### config.mk
export PLATFORM = sky130hd
export DESIGN_NAME = utf8_to_cp1251_transcoder_unit
export DESIGN_NICKNAME = d
export VERILOG_FILES = /design/src/rtl/utc_pkg.sv /design/src/rtl/utc_in_reg.sv /design/src/rtl/utc_decoder.sv /design/src/rtl/utc_out_fifo.sv /design/src/rtl/utf8_to_cp1251_transcoder_unit.sv
export SDC_FILE = /design/constraint.sdc
export NUM_CORES = 1
export LEC_CHECK = 0
export BUFFER_PORTS_ARGS = -buffer_cell sky130_fd_sc_hd__buf_2
export CAP_MARGIN = 20
export CORE_ASPECT_RATIO = 1.1
export CORE_MARGIN = 3
export CORE_UTILIZATION = 63
export CTS_BUF_LIST = sky130_fd_sc_hd__clkbuf_8
export DETAILED_ROUTE_END_ITERATION = 10
export PLACE_DENSITY = 0.91
export SLEW_MARGIN = 0
export SYNTH_ARGS = -nofsm -noshare
export SYNTH_HDL_FRONTEND = slang
export SYNTH_SLANG_ARGS = --single-unit
### constraint.sdc
create_clock -name clk -period 6.3 [get_ports clk]
set_input_delay 0.945 -clock clk [delete_from_list [all_inputs] [get_ports clk]]
set_output_delay 0.945 -clock clk [all_outputs]
set_load 0.01 [all_outputs]
### src/rtl/utc_pkg.sv
`default_nettype none
// ---------------------------------------------------------------------------
// utc_pkg: shared types and constants of the UTF-8 to CP1251 transcoder
// Result and input item layouts, decoder constants and the code point
// mapping function used by the decoder.
// ---------------------------------------------------------------------------
package utc_pkg;

  localparam logic [7:0] QMARK      = 8'h3F;
  localparam logic [7:0] ASCII_MASK = 8'h80;
  localparam logic [7:0] LEAD2_MASK = 8'hE0;
  localparam logic [7:0] LEAD2_CODE = 8'hC0;
  localparam logic [7:0] LEAD3_MASK = 8'hF0;
  localparam logic [7:0] LEAD3_CODE = 8'hE0;

  localparam logic [15:0] CYR_FIRST  = 16'h0410;
  localparam logic [15:0] CYR_LAST   = 16'h044F;
  localparam logic [15:0] CP_IO_UP   = 16'h0401;
  localparam logic [15:0] CP_IO_LOW  = 16'h0451;
  localparam logic [15:0] CP_ASCII   = 16'h0080;
  localparam logic [7:0]  CYR_BASE   = 8'hC0;
  localparam logic [7:0]  CH_IO_UP   = 8'hA8;
  localparam logic [7:0]  CH_IO_LOW  = 8'hB8;

  localparam logic [15:0] MAX_OUTPUT_RESET = 16'd4095;

  localparam int FIFO_DEPTH = 4;
  localparam int FIFO_PTR_W = $clog2(FIFO_DEPTH);
  localparam int FIFO_CNT_W = $clog2(FIFO_DEPTH + 1);

  typedef struct packed {
    logic [7:0] byte_in;
    logic       last_in;
  } in_item_t;

  typedef struct packed {
    logic [7:0] char_out;
    logic       replaced;
    logic       end_of_string;
  } result_t;

  // Up to two results per request, already filtered by the output limit;
  // the kept results always form a prefix (r0 first).
  typedef struct packed {
    logic [1:0] n;
    result_t    r0;
    result_t    r1;
  } dec_out_t;

  typedef struct packed {
    logic       rep;
    logic [7:0] ch;
  } mapped_t;

  function automatic mapped_t map_code(input logic [15:0] code);
    mapped_t    m;
    logic [15:0] off;
    off   = code - CYR_FIRST;
    m.rep = 1'b0;
    m.ch  = QMARK;
    if (code < CP_ASCII) begin
      m.ch = code[7:0];
    end else if (code >= CYR_FIRST && code <= CYR_LAST) begin
      m.ch = CYR_BASE + off[7:0];
    end else if (code == CP_IO_UP) begin
      m.ch = CH_IO_UP;
    end else if (code == CP_IO_LOW) begin
      m.ch = CH_IO_LOW;
    end else begin
      m.rep = 1'b1;
    end
    return m;
  endfunction

endpackage
`default_nettype wire

### src/rtl/utc_in_reg.sv
`default_nettype none
// ---------------------------------------------------------------------------
// utc_in_reg: input register stage
// Captures one input request per cycle while the decoder keeps taking them,
// and holds each until the decoder takes it.
// ---------------------------------------------------------------------------
module utc_in_reg
  import utc_pkg::*;
(
  input  wire logic       clk,
  input  wire logic       rst,
  input  wire logic       s_axis_tvalid,
  output logic            s_axis_tready,
  input  wire logic [7:0] s_axis_tdata,   // [7:0] byte_in
  input  wire logic       s_axis_tlast,   // last_in
  input  wire logic       take,
  output logic            item_valid,
  output in_item_t        item
);

  logic     valid;
  in_item_t data;

  assign s_axis_tready = !valid || take;
  assign item_valid    = valid;
  assign item          = data;

  always_ff @(posedge clk) begin
    if (rst) begin
      valid <= 1'b0;
    end else if (s_axis_tready) begin
      valid <= s_axis_tvalid;
    end
  end

  always_ff @(posedge clk) begin
    if (s_axis_tready && s_axis_tvalid) begin
      data.byte_in <= s_axis_tdata;
      data.last_in <= s_axis_tlast;
    end
  end

endmodule
`default_nettype wire

### src/rtl/utc_decoder.sv
`default_nettype none
// ---------------------------------------------------------------------------
// utc_decoder: UTF-8 sequence decoder and output limiter
// Holds partial sequences, maps code points to CP1251 and applies the
// per-string result limit.
// ---------------------------------------------------------------------------
module utc_decoder
  import utc_pkg::*;
(
  input  wire logic        clk,
  input  wire logic        rst,
  input  wire logic        fire,
  input  wire in_item_t    item,
  input  wire logic [15:0] max_output,
  output dec_out_t         dec_out
);

  typedef enum logic [2:0] {
    HOLD_NONE   = 3'b001,
    HOLD_LEAD   = 3'b010,
    HOLD_FOLLOW = 3'b100
  } hold_state_t;

  hold_state_t state, state_next;
  logic [7:0]  held_lead, held_lead_next;
  logic [7:0]  held_follower, held_follower_next;
  logic [15:0] emitted_count, emitted_count_next;

  logic [1:0]  n_raw;
  logic [7:0]  ch0, ch1;
  logic        rp0, rp1;
  logic [15:0] code2, code3;
  mapped_t     m2, m3;
  logic        b_ascii, b_lead, h_lead2;
  logic        keep0, keep1;
  logic [16:0] ec_plus1;
  logic [1:0]  n_kept;

  assign code2   = {5'd0, held_lead[4:0], item.byte_in[5:0]};
  assign code3   = {held_lead[3:0], held_follower[5:0], item.byte_in[5:0]};
  assign m2      = map_code(code2);
  assign m3      = map_code(code3);
  assign b_ascii = (item.byte_in & ASCII_MASK) == 8'd0;
  assign b_lead  = ((item.byte_in & LEAD2_MASK) == LEAD2_CODE) ||
                   ((item.byte_in & LEAD3_MASK) == LEAD3_CODE);
  assign h_lead2 = (held_lead & LEAD2_MASK) == LEAD2_CODE;

  always_comb begin
    n_raw              = 2'd0;
    ch0                = QMARK;
    rp0                = 1'b1;
    ch1                = QMARK;
    rp1                = 1'b1;
    state_next         = HOLD_NONE;
    held_lead_next     = held_lead;
    held_follower_next = held_follower;
    unique case (state)
      HOLD_LEAD: begin
        if (h_lead2) begin
          n_raw = 2'd1;
          ch0   = m2.ch;
          rp0   = m2.rep;
        end else if (item.last_in) begin
          // Truncated three-byte sequence: the lead gives a replacement and
          // the follower is decoded again on its own.
          n_raw = 2'd2;
          if (b_ascii) begin
            ch1 = item.byte_in;
            rp1 = 1'b0;
          end
        end else begin
          held_follower_next = item.byte_in;
          state_next         = HOLD_FOLLOW;
        end
      end
      HOLD_FOLLOW: begin
        n_raw = 2'd1;
        ch0   = m3.ch;
        rp0   = m3.rep;
      end
      default: begin
        if (b_ascii) begin
          n_raw = 2'd1;
          ch0   = item.byte_in;
          rp0   = 1'b0;
        end else if (b_lead && !item.last_in) begin
          held_lead_next = item.byte_in;
          state_next     = HOLD_LEAD;
        end else begin
          n_raw = 2'd1;
        end
      end
    endcase
  end

  // Results are kept while the string stays below its limit.
  assign ec_plus1 = {1'b0, emitted_count} + 17'd1;
  assign keep0    = emitted_count < max_output;
  assign keep1    = keep0 && (ec_plus1 < {1'b0, max_output});

  always_comb begin
    case (n_raw)
      2'd1:    n_kept = {1'b0, keep0};
      2'd2:    n_kept = {1'b0, keep0} + {1'b0, keep1};
      default: n_kept = 2'd0;
    endcase
  end

  always_comb begin
    dec_out.n                = n_kept;
    dec_out.r0.char_out      = ch0;
    dec_out.r0.replaced      = rp0;
    dec_out.r0.end_of_string = item.last_in && (n_kept == 2'd1);
    dec_out.r1.char_out      = ch1;
    dec_out.r1.replaced      = rp1;
    dec_out.r1.end_of_string = item.last_in && (n_kept == 2'd2);
  end

  assign emitted_count_next = item.last_in ? 16'd0 : emitted_count + {14'd0, n_kept};

  always_ff @(posedge clk) begin
    if (rst) begin
      state         <= HOLD_NONE;
      emitted_count <= 16'd0;
    end else if (fire) begin
      state         <= item.last_in ? HOLD_NONE : state_next;
      emitted_count <= emitted_count_next;
    end
  end

  always_ff @(posedge clk) begin
    if (fire) begin
      held_lead     <= held_lead_next;
      held_follower <= held_follower_next;
    end
  end

`ifndef ASSERT_OFF
  a_two_only_truncated: assert property (@(posedge clk) disable iff (rst)
    (dec_out.n == 2'd2) |-> (state == HOLD_LEAD && item.last_in && !h_lead2))
    else $error("two results outside a truncated three-byte sequence");
  a_last_clears: assert property (@(posedge clk) disable iff (rst)
    (fire && item.last_in) |=> (state == HOLD_NONE && emitted_count == 16'd0))
    else $error("string end did not clear the held state");
  a_kept_prefix: assert property (@(posedge clk) disable iff (rst)
    (dec_out.n != 2'd0) |-> keep0)
    else $error("result kept beyond the output limit");
`endif

endmodule
`default_nettype wire

### src/rtl/utc_out_fifo.sv
`default_nettype none
// ---------------------------------------------------------------------------
// utc_out_fifo: result queue
// Takes up to two results per cycle from the decoder while it has room for
// two, and hands them out one per cycle while the receiver is ready.
// ---------------------------------------------------------------------------
module utc_out_fifo
  import utc_pkg::*;
(
  input  wire logic     clk,
  input  wire logic     rst,
  input  wire logic     push,
  input  wire dec_out_t push_data,
  output logic          room,
  output logic          head_valid,
  output result_t       head,
  input  wire logic     pop_ready
);

  result_t                 entries [FIFO_DEPTH];
  logic [FIFO_PTR_W-1:0]   wr_ptr, wr_ptr_next;
  logic [FIFO_PTR_W-1:0]   rd_ptr;
  logic [FIFO_CNT_W-1:0]   cnt, cnt_next;
  logic [1:0]              push_n;
  logic                    pop;

  assign push_n      = push ? push_data.n : 2'd0;
  assign pop         = head_valid && pop_ready;
  assign room        = cnt <= FIFO_CNT_W'(FIFO_DEPTH - 2);
  assign head_valid  = cnt != '0;
  assign head        = entries[rd_ptr];
  assign wr_ptr_next = wr_ptr + FIFO_PTR_W'(push_n);
  assign cnt_next    = cnt + FIFO_CNT_W'(push_n) - FIFO_CNT_W'(pop);

  always_ff @(posedge clk) begin
    if (rst) begin
      wr_ptr <= '0;
      rd_ptr <= '0;
      cnt    <= '0;
    end else begin
      wr_ptr <= wr_ptr_next;
      cnt    <= cnt_next;
      if (pop) begin
        rd_ptr <= rd_ptr + FIFO_PTR_W'(1);
      end
    end
  end

  always_ff @(posedge clk) begin
    if (push_n != 2'd0) begin
      entries[wr_ptr] <= push_data.r0;
    end
    if (push_n == 2'd2) begin
      entries[wr_ptr + FIFO_PTR_W'(1)] <= push_data.r1;
    end
  end

`ifndef ASSERT_OFF
  a_no_overflow: assert property (@(posedge clk) disable iff (rst)
    cnt <= FIFO_CNT_W'(FIFO_DEPTH))
    else $error("result queue overflow");
  a_push_has_room: assert property (@(posedge clk) disable iff (rst)
    (push_n != 2'd0) |-> room)
    else $error("results pushed without room");
`endif

endmodule
`default_nettype wire

### src/rtl/utf8_to_cp1251_transcoder_unit.sv
`default_nettype none
// ---------------------------------------------------------------------------
// utf8_to_cp1251_transcoder_unit: UTF-8 to CP1251 byte-stream transcoder
// Decodes a UTF-8 byte stream and gives one CP1251 byte per code point.
// ---------------------------------------------------------------------------
// The block takes one UTF-8 byte per cycle on the input stream while the
// result queue has room, and emits one CP1251 byte for each decoded code
// point on the output stream. Each input request is decoded while it sits
// in the input register, and its results enter the four-entry result queue,
// from which they are offered, once it has room for both. The sustained rate
// is one input byte per cycle while the output side takes results. Lead
// bytes of two- and three-byte sequences produce nothing until their
// followers arrive; the only byte that yields two results is the one that
// ends a string as the first follower of a three-byte sequence. Input is
// taken while the queue has room for two results, so a stalled output side
// holds back the input after a few requests. Continuation bits of followers
// are not checked, and stray, four-byte or unmappable input gives '?' with
// the replaced flag set. The configuration register max_output caps the
// results of one string; results past it are dropped and a string whose
// final byte keeps no result carries no end marker. Write max_output only
// while the block is idle.
// ---------------------------------------------------------------------------
module utf8_to_cp1251_transcoder_unit
  import utc_pkg::*;
(
  input  wire logic        clk,
  input  wire logic        rst,
  // Input stream
  input  wire logic        s_axis_tvalid,
  output logic             s_axis_tready,
  input  wire logic [7:0]  s_axis_tdata,   // [7:0] byte_in
  input  wire logic        s_axis_tlast,   // last_in
  // Output stream
  output logic             m_axis_tvalid,
  input  wire logic        m_axis_tready,
  output logic [7:0]       m_axis_tdata,   // [7:0] char_out
  output logic [0:0]       m_axis_tuser,   // [0] replaced
  output logic             m_axis_tlast,   // end_of_string
  // Configuration write channel (max_output)
  input  wire logic        cfg_valid,
  output logic             cfg_ready,
  input  wire logic [15:0] cfg_data
);

  logic        item_valid;
  in_item_t    item;
  logic        take;
  logic        room;
  dec_out_t    dec_out;
  result_t     head;
  logic [15:0] max_output;

  // A held request is decoded once the queue can take both of its results.
  assign take = item_valid && room;

  // The register is always writable; the user must write it only while idle, and the block does not enforce this.
  assign cfg_ready = 1'b1;

  always_ff @(posedge clk) begin
    if (rst) begin
      max_output <= MAX_OUTPUT_RESET;
    end else if (cfg_valid) begin
      max_output <= cfg_data;
    end
  end

  utc_in_reg u_in_reg (
    .clk           (clk),
    .rst           (rst),
    .s_axis_tvalid (s_axis_tvalid),
    .s_axis_tready (s_axis_tready),
    .s_axis_tdata  (s_axis_tdata),
    .s_axis_tlast  (s_axis_tlast),
    .take          (take),
    .item_valid    (item_valid),
    .item          (item)
  );

  utc_decoder u_decoder (
    .clk        (clk),
    .rst        (rst),
    .fire       (take),
    .item       (item),
    .max_output (max_output),
    .dec_out    (dec_out)
  );

  utc_out_fifo u_out_fifo (
    .clk        (clk),
    .rst        (rst),
    .push       (take),
    .push_data  (dec_out),
    .room       (room),
    .head_valid (m_axis_tvalid),
    .head       (head),
    .pop_ready  (m_axis_tready)
  );

  assign m_axis_tdata    = head.char_out;
  assign m_axis_tuser[0] = head.replaced;
  assign m_axis_tlast    = head.end_of_string;

`ifndef ASSERT_OFF
  a_take_needs_item: assert property (@(posedge clk) disable iff (rst)
    take |-> item_valid)
    else $error("decoder fired without a held request");
`endif

endmodule
`default_nettype wire

# Word level (Yosys, flattened, before mapping)
# Memory sizes are Yosys's and may differ from the RTL's. A register that Yosys moved wholly into a read port is not among the register bits.
# Cells that the tools add are included.
# word_totals
register_bits	66
mem_bits_rw	40
output_inout_bits	13
word_cells	117
memories	1
# classes
n_addsub	12
magnitude_cmp	9
n_eq_ne	14
mux	47
bitwise_logic	4
n_reduce_logical	19
# mem_list
memory	depth	word_bits	read_ports	rd_ports_with_merged_regs	write_ports	line	text
u_out_fifo.entries	4	10	1	1	2	utc_out_fifo.sv:20	result_t entries [FIFO_DEPTH];
# ops
op	n
two-way mux 8 bit	13
== test 16 x 11 -> 1 bit, second input constant	2
== test 11 bit, second input constant	2
two-way mux 1 bit	18
adder 16 x 1 -> 17 bit, second input constant	1
< comparator 17 x 16 -> 1 bit	1
adder 16 x 2 -> 16 bit	1
adder 8 bit, first input constant	2
greater-or-equal comparator 16 x 11 -> 1 bit, second input constant	1
<= comparator 16 x 11 -> 1 bit, second input constant	1
< comparator 16 bit	1
< comparator 16 x 8 -> 1 bit, second input constant	1
two-way mux 16 bit	1
case mux 8 bit (2 select lines)	1
subtractor 8 x 5 -> 8 bit, second input constant	2
two-way mux 2 bit	7
greater-or-equal comparator 11 bit, second input constant	1
<= comparator 11 bit, second input constant	1
< comparator 11 x 8 -> 1 bit, second input constant	1
== test 3 bit, second input constant	3
logical AND 1 bit	9
two-way mux 3 bit	3
logical NOT 8 bit	1
case mux 2 bit (2 select lines)	2
19 further kinds	29

# Longest topological paths before layout
# Gate-level depths: netlist of the first run.
# logic_depth
word_depth	12
ltp_mapped	22
depth_no_buf	20

# Hierarchy
# From an unflattened synthesis of the first run, not the netlist that was laid out.
# unflattened
hier_cells	614
hier_area_um2	6633.9
# modules_own_cells
mod	instances	cells_per_inst	area_each_um2	seq_area_each_um2
utc_decoder	1	391	3178.0	800.8
utc_out_fifo	1	153	2491.1	1381.3
utf8_to_cp1251_transcoder_unit	1	56	639.4	320.3
utc_in_reg	1	14	325.3	290.3

# Least setup slack after synthesis of the first run
# No wires, ideal clock.
# synth_path
path_type	flip-flop to flip-flop
from	reg u_decoder.emitted_count[3]
to	reg u_decoder.emitted_count[9]
setup_time_ps	71
arrival_time_ps	4379
slack_ps	1851
path_stages_with_launch	21
n_path_buf	2
cell_sequence	dfxtp_1 buf_6 and4_4 buf_6 nand4_1 nor2_1 nand3_1 xnor2_1 ha_1 nand3_1 or3_4 a2111oi_4 or3_4 nor2_1 ha_1 a21oi_1 nor2_1 nand3_1 nor2_1 or4b_2 a21oi_1
# synth_between
elab_chain_len	7
# synth_rtl
element	line	text
start: declaration	utc_decoder.sv:27	logic [15:0] emitted_count, emitted_count_next;
start signal: assignment	utc_decoder.sv:127	emitted_count <= emitted_count_next;
adder 16 x 1 -> 17 bit	utc_decoder.sv:97	assign ec_plus1 = {1'b0, emitted_count} + 17'd1;
< comparator 17 x 16 -> 1 bit	utc_decoder.sv:99	assign keep1 = keep0 && (ec_plus1 < {1'b0, max_output});
logical AND 1 bit	utc_decoder.sv:99	
adder 1 x 1 -> 2 bit	utc_decoder.sv:104	2'd2: n_kept = {1'b0, keep0} + {1'b0, keep1};
case mux 2 bit (2 select lines)	utc_decoder.sv:102	case (n_raw)
adder 16 x 2 -> 16 bit (*)	utc_decoder.sv:119	assign emitted_count_next = item.last_in ? 16'd0 : emitted_count + {14'd0, n_kept};
two-way mux 16 bit (*)	utc_decoder.sv:119	
# Mark *: on every way between the ends. The rest lies on a longest branch, timed or not.
# A chain may end at the register's enable or synchronous reset.

# Worst setup path after layout of the first run
# Same ends and word-level chain as after synthesis.

==> results of run 1 <==
[worst max-delay path by stage]
| stage | start | end | slack [ns] |
|---|---|---|---|
| 2_1_floorplan | u_decoder.emitted_count[3]$_SDFFE_PP0P_ | u_decoder.emitted_count[9]$_SDFFE_PP0P_ | 1.85 |
| 3_3_place_gp | u_decoder.emitted_count[3]$_SDFFE_PP0P_ | u_decoder.emitted_count[9]$_SDFFE_PP0P_ | 1.44 |
| 3_5_place_dp | u_decoder.emitted_count[3]$_SDFFE_PP0P_ | u_decoder.emitted_count[9]$_SDFFE_PP0P_ | 1.22 |
| 4_1_cts | u_decoder.emitted_count[3]$_SDFFE_PP0P_ | u_decoder.emitted_count[9]$_SDFFE_PP0P_ | 1.12 |
| 5_1_grt | u_decoder.emitted_count[3]$_SDFFE_PP0P_ | u_decoder.emitted_count[9]$_SDFFE_PP0P_ | 0.66 |
| 6_report | u_decoder.emitted_count[3]$_SDFFE_PP0P_ | u_decoder.emitted_count[9]$_SDFFE_PP0P_ | 1.01 |
[critical path, delay by kind of cell, from the launching register on]
family,cells,cell delay (ns)
AO/OA/AOI/OAI,4,0.73
XOR/XNOR,1,0.15
adder cells (fa/ha/maj),2,0.55
flip-flops,1,0.59
AND/OR/NAND/NOR,12,3.19
[through the flow]
step / total power, mW / util, % / hold WS [ns] / instances
final: 1.59 / 68.7 / 0.511 / 787
after global routing: 1.67 / 68.7 / 0.543 / 787
after CTS: 1.59 / 68.7 / 0.512 / 787
after detailed placement: 1.18 / 66.6 / 0.492 / 771
after global placement: 1.16 / 66.6 / 0.465 / 771
after floorplan: 1.08 / - / 0.438 / 644
[cell type report]
type | count | area (um2) | area share, %
clock buffers | 10 | 138 | 2.02
inverters | 35 | 131 | 1.92
multi-input cells | 467 | 3380 | 49.5
flip-flops and latches | 108 | 2750 | 40.3
repair buffers | 41 | 205 | 3.00
well taps | 120 | 150 | 2.20
clock inverters | 6 | 70.1 | 1.03
[cell usage after synthesis (3+ instances only)]
cell       n
a21o_1     8
a21oi_1   33
a22oi_1    5
a31oi_1    7
and2_1     6
and3_1     4
buf_6      5
clkbuf_1  23
dfxtp_1   49
edfxtp_1  59
ha_1      43
inv_1     35
mux2i_1   12
mux4_2    10
nand2_1   49
nand2_4    3
nand2b_1   9
nand3_1   19
nand3b_1   4
nand4_1    9
nor2_1    54
nor2b_1   10
nor3_1     9
nor4_1     4
o211ai_1  13
o21a_1     8
o21ai_0   24
o22ai_1   40
o31ai_1    5
or2_2      4
or3_1     10
xnor2_1   13
xor2_1     9
[metal layers]
layer	global-route usage [%]	share of wire, %	vias up
li1	-	-	2441
met1	33.4	38	2465
met2	46.0	51	275
met3	4.79	7.1	59
met4	11.9	4.0	0
met5	0	0	-
[sequential cells by signal, indices dropped and copies added, names as in the netlist, named ones only]
register / count
u_decoder.held_follower: 6
u_decoder.held_lead: 8
u_out_fifo.wr_ptr: 2
u_in_reg.item_valid: 1
u_decoder.state: 3
u_decoder.emitted_count: 16
u_out_fifo.entries: 40
u_in_reg.item: 9
u_out_fifo.cnt: 3
u_out_fifo.rd_ptr: 2
max_output: 16
[cell families (layout without fill, tap and decap cells)]
logic type / count (synthesis) / after routing
adder cells (fa/ha/maj): 45 / 45
AO/OA/AOI/OAI: 169 / 169
flip-flops: 108 / 108
other: 1 / 1
multiplexers: 23 / 23
XOR/XNOR: 22 / 22
AND/OR/NAND/NOR: 207 / 207
buffers and inverters: 69 / 92
[report_power, final]
group / switching (mW) / internal, mW / leakage, nW
logic: 0.175 / 0.147 / 1.67
clock network: 0.256 / 0.167 / 0.0981
registers: 0.0540 / 0.789 / 0.946
==> results.md, run 1 <==
- Outcome: completed
- Core Area: 9940 um2
- Syn nets: 719
- Max_cap viols: 0
- Crit path max fanout: 11
- Post-synth top area share: 27.5%
- Post-synthesis adder-cell area fraction: 8.97%
- First-pass GRT wire length: 24.6 mm
- Number of synthesized flops with an enable pin: 59
- Vias per cell: 6.66
- Die H: 112 um
- Layout fillers: 732
- Synth Area in XOR/XNOR: 2.99%
- Synth warn: 0
- Postcts setup bufs: 0
- Final-stage net count: 737
- Ports: 43
- Most frequent cells in the layout: edfxtp_1 (59), nor2_1 (54), nand2_1 (49), dfxtp_1 (49), ha_1 (43)
- Routability cong.: 0.945
- Hpwl dp: 10.9 mm
- Final antenna-violating net count: 0
- Slowest cell on crit path: or4b_2
- Actual slew at the worst max-slew pin: 0.794 ns
- Syn avg cell area: 10.0 um2
- Full die area: 11,500 um2
- Final setup violation count: 0
- DRC viols: 0
- Worst EP required: 6.62 ns
- Fraction of layout instances using a drive strength above 1: 13.8%
- CTS sink count: 108
- R2r startpoint: u_decoder.emitted_count[3]$_SDFFE_PP0P_
- Root buf cell: clkbuf_8
- H-tree depth: 3
- WL/cell: 18.9 um
- Final setup TNS: 0 ns
- Hold crit path type: reg2reg
- Synthesized flop and latch total: 108
- Final Hold Violating Endpoints: 0
- Design area: 6830 um2
- CTS Hold Bufs: 0
- Starting Density: 64.8%
- Largest family of logic cells by synthesized area: compound AO/OA/AOI/OAI gates
- Mux cell area share after synthesis: 5.54%
- Final worst slack: 1.01 ns
- Clock tree from TritonCTS: yes
- Initial antenna violation count: 0
- Ranking of synthesized cells by area: edfxtp_1 (28%), dfxtp_1 (15%), ha_1 (8.4%), o22ai_1 (3.9%), mux4_2 (3.5%)
- Vias in the first global route: 5,126
- CP peak stage delay: 0.61 ns
- Vias: 5,240
- Drt first pass iters: 6
- Arrival time worst endpoint: 5.61 ns
- Fin crit share: 84.0%
- Clock Pin Slew Worst Setup and Hold Paths: 0.11 ns
- Synth Area in Compound Gates: 17.8%
- Post-synthesis sequential area ratio: 42.7%
- N_diodes: 0
- Count of cell types in the netlist: 72
- Reg2Reg Depth: 19
- Final wirelength: 14.9 mm
- Top_reg_cell synth: edfxtp_1
- Synthesized cell area: 6440 um2
- Clk_skew: 0.0133 ns
- Worst R2R End: u_decoder.emitted_count[9]$_SDFFE_PP0P_
- Worst Setup Start Kind: flop
- Most common cell after layout, fill and taps aside: edfxtp_1
- Ys async rst share: 0%
- Largest net degree at the start of global routing: 33
- DP Area: 6620 um2
- Resized Gates After CTS: 0
- Max frequency: 189 MHz
- Port Buffers: 41
- Die width: 102 um
- RSZ-0062 raised after global routing: false
- Worst Hold Endpoint: max_output[12]$_SDFFE_PP0P_
- Dpl ws: 1.22 ns
- Gr usage total: 27.1%
- # rows: 38
- PwrDens: 233 nW/um2
- Crit path kind: reg2reg
- Largest area contributor in the netlist: edfxtp_1
- CTS Buffer Depth: 2
- Starting DRT DRC Count: 543
- Pins over their slew limit: 0
- HP Start: max_output[12]$_SDFFE_PP0P_
- Worst rel slew slack: 46.6%
- Clock latency on the worst-skew pair: 0.38 ns
- Crit-path cells: and4_4 -> nand4_1 -> nor2_1 -> nand3_1 -> xnor2_1 -> ha_1 -> nand3_1 -> or3_4 -> a2111oi_4 -> o31ai_1 -> nor2b_1 -> nor3_1 -> ha_1 -> a21oi_1 -> nor2_1 -> nand3_1 -> nor2_1 -> or4b_2 -> a21oi_1
- Hold path cells: 2
- R2R Setup Slk: 1.01 ns
- Num CTS Buffers: 9
- Gate Count Post-Synth: 644
- Fin crit period: 5.29 ns
- Area grow syn2layout: 6.02%
- Simple-gate share of the synthesized area: 17.2%
- Lkg Pwr: 2.72 nW
- CP Capture Type: flop
- Overflow after GRT: 0
- Worst VDD drop: 0.131 mV
Note: power is estimated with default switching activity, not from simulation.
==> inputs of run 2 (changes only) <==
- CORE_UTILIZATION: 63 -> 57
- PLACE_DENSITY: 0.91 -> 0.87
- clock period: 6.3 -> 4.3 ns (I/O delays scaled with it)
==> results.md, run 2 (synthesis results as in run 1) <==
- Vias in the first global route: 5,268
- WL/cell: 18.6 um
- Worst rel slew slack: 47.0%
- Lkg Pwr: 2.95 nW
- Hold crit path type: in2reg
- Pins over their slew limit: 0
- Gr usage total: 25.7%
- Worst Setup Start Kind: flop
- CP peak stage delay: 0.41 ns
- Slowest cell on crit path: fa_1
- CTS sink count: 108
- Clock Pin Slew Worst Setup and Hold Paths: 0.11 ns
- Routability cong.: 0.987
- Final worst slack: 0.113 ns
- Fraction of layout instances using a drive strength above 1: 21.1%
- Vias per cell: 6.28
- Design area: 7230 um2
- DP Area: 6880 um2
- Max frequency: 239 MHz
- CP Capture Type: flop
- Final wirelength: 15.8 mm
- Die width: 107 um
- Fin crit share: 97.4%
- Area grow syn2layout: 12.2%
- Clk_skew: 0.0138 ns
- Dpl ws: 0.0316 ns
- Ports: 43
- Layout fillers: 837
- Placed cells: 827
- PwrDens: 331 nW/um2
- Drt first pass iters: 5
- Outcome: completed
- Port Buffers: 41
- Crit path max fanout: 6
- Final-stage net count: 776
- Die H: 118 um
- Final antenna-violating net count: 0
- N_diodes: 0
- # rows: 40
- Arrival time worst endpoint: 4.50 ns
- Clock tree from TritonCTS: yes
- Largest net degree at the start of global routing: 33
- Hpwl dp: 11.8 mm
- First-pass GRT wire length: 26.0 mm
- Vias: 5,360
- Overflow after GRT: 0
- Fin cells: 853
- Full die area: 12,600 um2
- Worst EP required: 4.61 ns
- R2R Setup Slk: 0.11 ns
- Fin crit period: 4.19 ns
- Crit path kind: reg2reg
- Actual slew at the worst max-slew pin: 0.788 ns
- Most common cell after layout, fill and taps aside: edfxtp_1
- Most frequent cells in the layout: edfxtp_1 (59), nor2_1 (50), nand2_1 (49), dfxtp_1 (45), ha_1 (42)
- Largest registers: u_out_fifo.entries (40), max_output (16), u_decoder.emitted_count (16)
- CTS Hold Bufs: 0
- DRC viols: 0
- Max_cap viols: 0
- Most flops, register: u_out_fifo.entries
- Root buf cell: clkbuf_8
- CTS Buffer Depth: 2
- Family with the most delay on the worst path: simple AND/OR/NAND/NOR gates
- Bufs and invs on worst path: 2
- Worst VDD drop: 0.171 mV
- Starting DRT DRC Count: 484
- Final Hold Violating Endpoints: 0
- Core Area: 11,000 um2
- Num CTS Buffers: 9
- Starting Density: 58.8%
- Largest register FFs: 40
- Initial antenna violation count: 0
- Clock latency on the worst-skew pair: 0.39 ns
- Final setup violation count: 0
- Crit-path cells: and4_4 -> nand4_1 -> nor2_2 -> nand3_2 -> xnor2_2 -> ha_1 -> buf_4 -> buf_4 -> a21oi_2 -> o31ai_1 -> o31ai_1 -> nor2b_4 -> nor3_2 -> ha_2 -> fa_1 -> and4_2 -> nand3_1 -> nor2_2 -> a31oi_1 -> o21ai_0 -> a21oi_1
- H-tree depth: 3
run 2: cell count changes in the layout (fill, tap and decap cells not counted), moves of 4 or more:
cell     delta
dfxtp_1     -4
buf_4      +39
nor2_2      +4
nor2_1      -4
dfxtp_2     +4
run 2: worst paths after layout:
path	from	to	cells past startpoint
max reg2reg	u_decoder.emitted_count[2]$_SDFFE_PP0P_	u_decoder.emitted_count[14]$_SDFFE_PP0P_	21
min reg2reg	u_out_fifo.entries[2][9]$_SDFFE_PP0P_	u_out_fifo.entries[2][9]$_SDFFE_PP0P_	2
min	s_axis_tdata[1]	u_in_reg.item[2]$_DFFE_PP_	1
max	u_decoder.emitted_count[2]$_SDFFE_PP0P_	u_decoder.emitted_count[14]$_SDFFE_PP0P_	21
run 2: area by class of cell:
cell class                 count  area [um2]  area share (%)
multi-input combinational    467        3450            47.7
sequential                   108        2760            38.2
timing repair buffer          80         498            6.89
tap                          147         184            2.54
inverter                      35         131            1.82
clock buffer                   9         124            1.71
clock inverter                 7        87.6            1.21
run 2: metrics by stage:
step	hold WS, ns	setup TNS [ns]	util (%)	power (mW)
global placement	0.464	0	62.7	1.71
finish	0.433	0	65.9	2.39
global route	0.408	-0.275	65.9	2.50
CTS	0.421	0	65.0	2.39
detailed placement	0.467	0	62.7	1.74
floorplan	0.438	0	-	1.58
run 2: routing by layer:
layer	up-vias	GRT usage, %	wire [um]
li1	2512	-	-
met1	2529	31.9	5990
met2	262	44.1	8090
met3	57	4.11	1190
met4	0	11.2	564
met5	-	0	0
run 2: power by group:
part	switching, mW	internal [mW]	leakage, nW
Clock	0.379	0.285	0.107
Combinational	0.275	0.226	1.90
Sequential	0.0715	1.16	0.949
run 2: what timing repair did:
action                                  CTS  global route
hold endpoints to repair                  0             0
gates resized for setup                   1            19
pin swaps                                 9            16
buffers inserted                          4             7
endpoints found under the setup margin    1            10
